**config.mk**
```make
export PLATFORM = sky130hd
export DESIGN_NAME = rau_ctrl
export DESIGN_NICKNAME = d
export VERILOG_FILES = /design/src/rtl/core/rau_pkg.sv /design/src/rtl/core/rau_ctrl.sv
export SDC_FILE = /design/constraint.sdc
export NUM_CORES = 1
export LEC_CHECK = 0
export BUFFER_PORTS_ARGS = -buffer_cell sky130_fd_sc_hd__buf_2
export CORE_AREA = 2 2 39 41
export DETAILED_ROUTE_END_ITERATION = 10
export DIE_AREA = 0 0 41 43
export PLACE_DENSITY_LB_ADDON = 0.3
export SLEW_MARGIN = 15
export SYNTH_ARGS = -nofsm -noshare
export SYNTH_HDL_FRONTEND = slang
export SYNTH_SLANG_ARGS = --single-unit
```
**constraint.sdc**
```tcl
create_clock -name aclk -period 1.4 [get_ports aclk]
set_input_delay 0 -clock aclk [delete_from_list [all_inputs] [get_ports aclk]]
set_output_delay 0 -clock aclk [all_outputs]
set_load 0.05 [all_outputs]
```
**src/rtl/core/rau_pkg.sv**
```systemverilog
// Shared types and constants for the rational arithmetic unit.
// Depends on nothing; the controller, datapath and top level use it.
package rau_pkg;

    localparam int WORD_BITS = 32;
    localparam int DEN_BITS  = WORD_BITS - 1;
    localparam int WIDE_BITS = 2 * WORD_BITS;
    localparam int CNT_BITS  = $clog2(WIDE_BITS + 1);

    typedef enum logic [2:0] {
        MODE_ADD = 3'd0,
        MODE_SUB = 3'd1,
        MODE_MUL = 3'd2,
        MODE_DIV = 3'd3,
        MODE_CMP = 3'd4
    } mode_t;

    typedef enum logic [1:0] {
        ERR_NONE     = 2'd0,
        ERR_DIV_ZERO = 2'd1,
        ERR_OVERFLOW = 2'd2
    } err_t;

    typedef struct packed {
        logic [2:0]                  mode;
        logic signed [WORD_BITS-1:0] a_num;
        logic [DEN_BITS-1:0]         a_den;
        logic signed [WORD_BITS-1:0] b_num;
        logic [DEN_BITS-1:0]         b_den;
    } req_t;

    typedef struct packed {
        logic signed [WORD_BITS-1:0] res_num;
        logic [DEN_BITS-1:0]         res_den;
        logic                        is_equal;
        logic [1:0]                  error;
    } rsp_t;

    // Controller to datapath commands.
    typedef struct packed {
        logic load;      // capture request operands
        logic mul_a;     // first product pair
        logic mul_b;     // common denominator product
        logic form;      // form raw numerator and denominator magnitudes
        logic gcd_init;  // copy magnitudes into gcd registers
        logic gcd_step;  // advance the Euclid remainder step
        logic div_init;  // start reduction divisions
        logic div_step;  // one restoring division bit
        logic finish;    // build the response
    } cmd_t;

    // Datapath to controller status.
    typedef struct packed {
        logic early;     // result is decided without reduction
        logic gcd_done;  // divisor of the Euclid step is zero
        logic div_done;  // reduction divisions finished
    } sts_t;

endpackage

```
**src/rtl/core/rau_ctrl.sv**
```systemverilog
// Sequencing state machine for the rational arithmetic unit.
// Depends on rau_pkg; drives the command struct into rau_dp.
module rau_ctrl (
    input  logic          aclk,
    input  logic          aresetn,
    input  logic          s_valid,
    output logic          s_ready,
    output logic          m_valid,
    input  logic          m_ready,
    input  rau_pkg::sts_t sts,
    output rau_pkg::cmd_t cmd
);
    import rau_pkg::*;

    typedef enum logic [3:0] {
        ST_IDLE, ST_MUL_A, ST_MUL_B, ST_FORM, ST_GCD_INIT, ST_GCD,
        ST_DIV_INIT, ST_DIV, ST_FINISH, ST_OUT
    } state_t;

    state_t state_reg, state_next;

    assign s_ready = (state_reg == ST_IDLE);
    assign m_valid = (state_reg == ST_OUT);

    always_comb begin
        state_next = state_reg;
        cmd        = '0;
        unique case (state_reg)
            ST_IDLE: begin
                cmd.load = s_valid;
                if (s_valid) state_next = ST_MUL_A;
            end
            ST_MUL_A: begin
                cmd.mul_a  = 1'b1;
                state_next = ST_MUL_B;
            end
            ST_MUL_B: begin
                cmd.mul_b  = 1'b1;
                state_next = ST_FORM;
            end
            ST_FORM: begin
                cmd.form   = 1'b1;
                state_next = ST_GCD_INIT;
            end
            ST_GCD_INIT: begin
                if (sts.early) begin
                    state_next = ST_FINISH;
                end else begin
                    cmd.gcd_init = 1'b1;
                    state_next   = ST_GCD;
                end
            end
            ST_GCD: begin
                if (sts.gcd_done) begin
                    state_next = ST_DIV_INIT;
                end else begin
                    cmd.gcd_step = 1'b1;
                end
            end
            ST_DIV_INIT: begin
                cmd.div_init = 1'b1;
                state_next   = ST_DIV;
            end
            ST_DIV: begin
                if (sts.div_done) begin
                    state_next = ST_FINISH;
                end else begin
                    cmd.div_step = 1'b1;
                end
            end
            ST_FINISH: begin
                cmd.finish = 1'b1;
                state_next = ST_OUT;
            end
            ST_OUT: begin
                if (m_ready) state_next = ST_IDLE;
            end
            default: state_next = ST_IDLE;
        endcase
    end

    always_ff @(posedge aclk) begin
        if (!aresetn) begin
            state_reg <= ST_IDLE;
        end else begin
            state_reg <= state_next;
        end
    end

    a_ready_out_excl: assert property (@(posedge aclk) disable iff (!aresetn)
        !(s_ready && m_valid)) else $error("ready and valid both high");
    a_out_after_finish: assert property (@(posedge aclk) disable iff (!aresetn)
        cmd.finish |=> m_valid) else $error("finish did not present a response");
    a_out_holds: assert property (@(posedge aclk) disable iff (!aresetn)
        (m_valid && !m_ready) |=> m_valid) else $error("response dropped");

endmodule

```
# ---- After elaboration in Yosys (flattened, before gate mapping)
# Index checks and enable logic that the tools add are counted.
dict set report word_totals {
  input_bits 7
  wordCells 34
  regBits 4
  out_inout_bits 11
}
dict set report op_classes {
  n_eq_ne 13
  n_reduce_logical 2
  mux 18
}
# cell count
set ops {}
lappend ops {{$pmux W4 S10} 1}
lappend ops {{$mux W4} 5}
lappend ops {{$eq A4 B3 Y1 const B} 4}
lappend ops {{$mux W1} 12}
lappend ops {{$eq A4 B2 Y1 const B} 2}
lappend ops {{$eq A4 B4 Y1 const B} 2}
lappend ops {{$ne A2 B2 Y1 const B} 3}
lappend ops {{$eq A4 B1 Y1 const B} 1}
lappend ops {{$logic_not A4 Y1} 1}
lappend ops {{$reduce_and A4 Y1} 1}
lappend ops {{$ne A2 B1 Y1 const B} 1}

# ---- Longest topological paths before layout
dict set report depth {
  word_depth 3
  ltp_mapped 5
  ltp_nobuf 4
}

# ---- Least setup slack after synthesis
# Ideal clock, no wire load.
dict set report synth_timing {
  kind {register to output}
  start {reg state_reg[0]}
  end {out cmd[4] (netlist bit)}
  setup_slack_ns -0.783
  path_buffers 2
  stages_incl_launch_ff 5
  t_required_ns 1.400
  t_arrival_ns 2.183
  path_cell_list {dfxtp_1 > buf_2 > buf_4 > nand2b_1 > nor4_1}
}
# element line_no
set synth_lines {}
lappend synth_lines {{from (decl)} rau_ctrl.sv:20} ;# state_t state_reg, state_next;
lappend synth_lines {{from (signal assigned)} rau_ctrl.sv:86} ;# state_reg <= state_next;
lappend synth_lines {{to (decl)} rau_ctrl.sv:11} ;# output rau_pkg::cmd_t cmd

# ---- Worst setup path in the final report
dict set report layout_timing {
  start {reg state_reg[1]}
  end {out m_valid}
}
dict set report layout_via {
  elab_chain_len 1
}
# element line_no
set layout_rtl {}
lappend layout_rtl {{$eq A4 B4 Y1} rau_ctrl.sv:23} ;# assign m_valid = (state_reg == ST_OUT);
lappend layout_rtl {{to (decl)} rau_ctrl.sv:8} ;# output logic m_valid,
# No other way between the ends.

==> flow_summary.json <==
{
  "reg2reg_from": "state_reg[1]",
  "clk_pin_slew_ns": 0.03,
  "htreeDepth": 1,
  "status": "completed",
  "start_util_pct": 29.7,
  "cts_buffer_depth": 2,
  "whs_endpoint": "state_reg[2]",
  "slew_headroom_pct": 77.8,
  "syn_nets": 63,
  "nFillCells": 134,
  "slowest_delay_ns": 0.34,
  "area_delta_synth_final_pct": 79.0,
  "grt_max_degree": 14,
  "largest_reg_flops": 4,
  "hp-start": "aresetn",
  "power_uw": 563,
  "drive_gt1_share_pct": 60.2,
  "ys.flop_type": "dfxtp_1",
  "fin_skew_ns": 0.00404,
  "cp.arrival_ns": 1.34,
  "hold_viol_final": 0,
  "vias_per_cell": 5.12,
  "final_area_sq_um": 737,
  "drt-pass1-iter-count": 4,
  "cp_max_fo": 10,
  "cts_buffers": 3,
  "io_buffers": 17,
  "grt_pass1_wl_mm": 1.97,
  "setup_violations": 0,
  "async_flop_share_pct": 0,
  "synthCells": 56,
  "die_h_um": 43,
  "rrSetupSlack_ns": 0.10,
  "period_share_pct": 95.5,
  "track_usage_pct": 16.5,
  "syn_area_sq_um": 412,
  "drtIter0Drc": 8,
  "crit_required_ns": 1.40,
  "r2r.worst_path.cells": 5,
  "p_leak_uw": 0.000316,
  "clkLatencyLatePin_ns": 0.23,
  "grt_pass1_vias": 463,
  "dieArea_sq_um": 1760,
  "routed_wl_mm": 1.30,
  "die_x_um": 41,
  "power.density_nw_per_um2": 764,
  "wire_per_inst_um": 13.1,
  "gp_congestion": 0.760,
  "critical_path_class": "reg2out",
  "core_area_sq_um": 1380,
  "worstSetupStartpoint": "state_reg[1]",
  "rr_endpoint": "state_reg[1]",
  "ys_types": 31,
  "synth_seq_cells": 4,
  "worstPathCellList": "buf_12 > or2b_1 > nor2_1 > buf_2",
  "fin_crit_ns": 1.34,
  "row_count": 14,
  "n_antenna_cell": 0,
  "clockRootBuffer": "clkbuf_4",
  "slew_viol_final": 0,
  "syn_area_per_cell_sq_um": 7.35,
  "fin_nets": 92,
  "cts.sink_count": 4,
  "clock.fmax_ghz": 0.748,
  "num_vias": 507,
  "route.detailed.drc": 0,
  "rsz0062_at_grt": "true",
  "overflow": 0,
  "min_path_cells": 2,
  "drtAntennaViolNets": 0,
  "synth_edf_count": 0,
  "ir_drop_mv": 0.540,
  "hold_path_class": "in2reg",
  "cap_violations": 0,
  "io_pins": 18,
  "start_kind": "flip-flop",
  "tightest_slew_ns": 0.329,
  "placed_area_sq_um": 629,
  "yosys_warnings": 0,
  "grt_antenna_before_repair": 0,
  "synth-seq-area-share_pct": 19.5,
  "crit_slowest_cell": "dfxtp_2",
  "dpl.hpwl_um": 964,
  "worstSetupEndpointType": "primary output",
  "cts_tree": "built"
}
## synthesized netlist by cell type, types with 2 or more instances
master	count	area share, %
nor2b_1	2	3.0
nor3_1	6	7.3
and3_1	2	3.0
o21ai_0	3	3.6
nand2_1	5	4.6
nor2_1	5	4.6
buf_2	3	3.6
o21a_1	2	3.6
nor4_1	2	3.0
dfxtp_1	4	19
inv_1	2	1.8
## power by group
group / switching, uW / total, uW / internal [uW] / leakage (uW)
registers: 10.7 / 132 / 121 / 0.0000353
clock network: 43.3 / 139 / 95.6 / 0.0000138
logic: 170 / 292 / 123 / 0.000267
## layout make-up
type / instances / area [sq um] / area share, %
Multi-Input combinational cell: 45 / 363 / 49.2
Timing Repair Buffer: 29 / 231 / 31.4
Sequential cell: 4 / 92.6 / 12.6
Clock buffer: 3 / 22.5 / 3.06
Tap cell: 16 / 20.0 / 2.72
Inverter: 2 / 7.51 / 1.02
## layout by cell type (no fill, tap or decap), types with 2 or more instances in the layout
master / instances
inv_1: 2
dfxtp_4: 3
nor3_1: 2
nor4_4: 2
nor3_2: 3
nand2_1: 4
buf_4: 12
nor2_1: 5
clkbuf_4: 3
buf_6: 5
o21ai_0: 3
and3_1: 2
buf_2: 10
o21a_1: 2
nor2b_1: 2
## per-stage QoR
step	util [%]	hold slack (ns)	std cells	setup WS, ns	TNS (ns)
final	53.3	0.0355	99	0.0632	0
after global routing	53.3	0.0242	99	-0.00288	-0.00410
after CTS	48.5	0.0246	98	0.0181	0
after global placement	45.5	0.264	95	0.0171	0
after detailed placement	45.5	0.268	95	0.000238	0
after floorplan	-	0.0637	56	-0.161	-0.629
## how the worst max path moves through the flow
stage	end	slack (ns)
3_3_place_gp	state_reg[1]	0.02
4_1_cts	cmd[4]	0.02
2_1_floorplan	cmd[4]	-0.16
5_1_grt	cmd[5]	-0.003
6_report	m_valid	0.06
3_5_place_dp	state_reg[3]	0.0002
## per-layer routing
metal | wire, um | global-route usage (%)
met5 | 0 | 0
met4 | 0 | 5.33
met3 | 62 | 7.33
met2 | 649 | 23.1
met1 | 586 | 21.9
## worst max-delay path, delay by kind of cell (launching register included)
kind | cells | cell delay [ns]
simple gates | 2 | 0.36
flops | 1 | 0.34
buf+inv | 2 | 0.41
## cells by family after synthesis
logic type / synth area share [%]
simple gates: 45.6
xor+xnor: 2.13
flops: 19.5
compound gates: 20.4
mux: 2.43
buf+inv: 10.0
## what timing repair did
| item | 4_1_cts | 5_1_grt |
|---|---|---|
| pin swaps | 0 | 3 |
| buffers inserted | 0 | 1 |
| gates resized for setup | 8 | 18 |
| hold buffers | 0 | 0 |
| endpoints found under the setup margin | 8 | 11 |
Power figures use the tool's default switching activity.
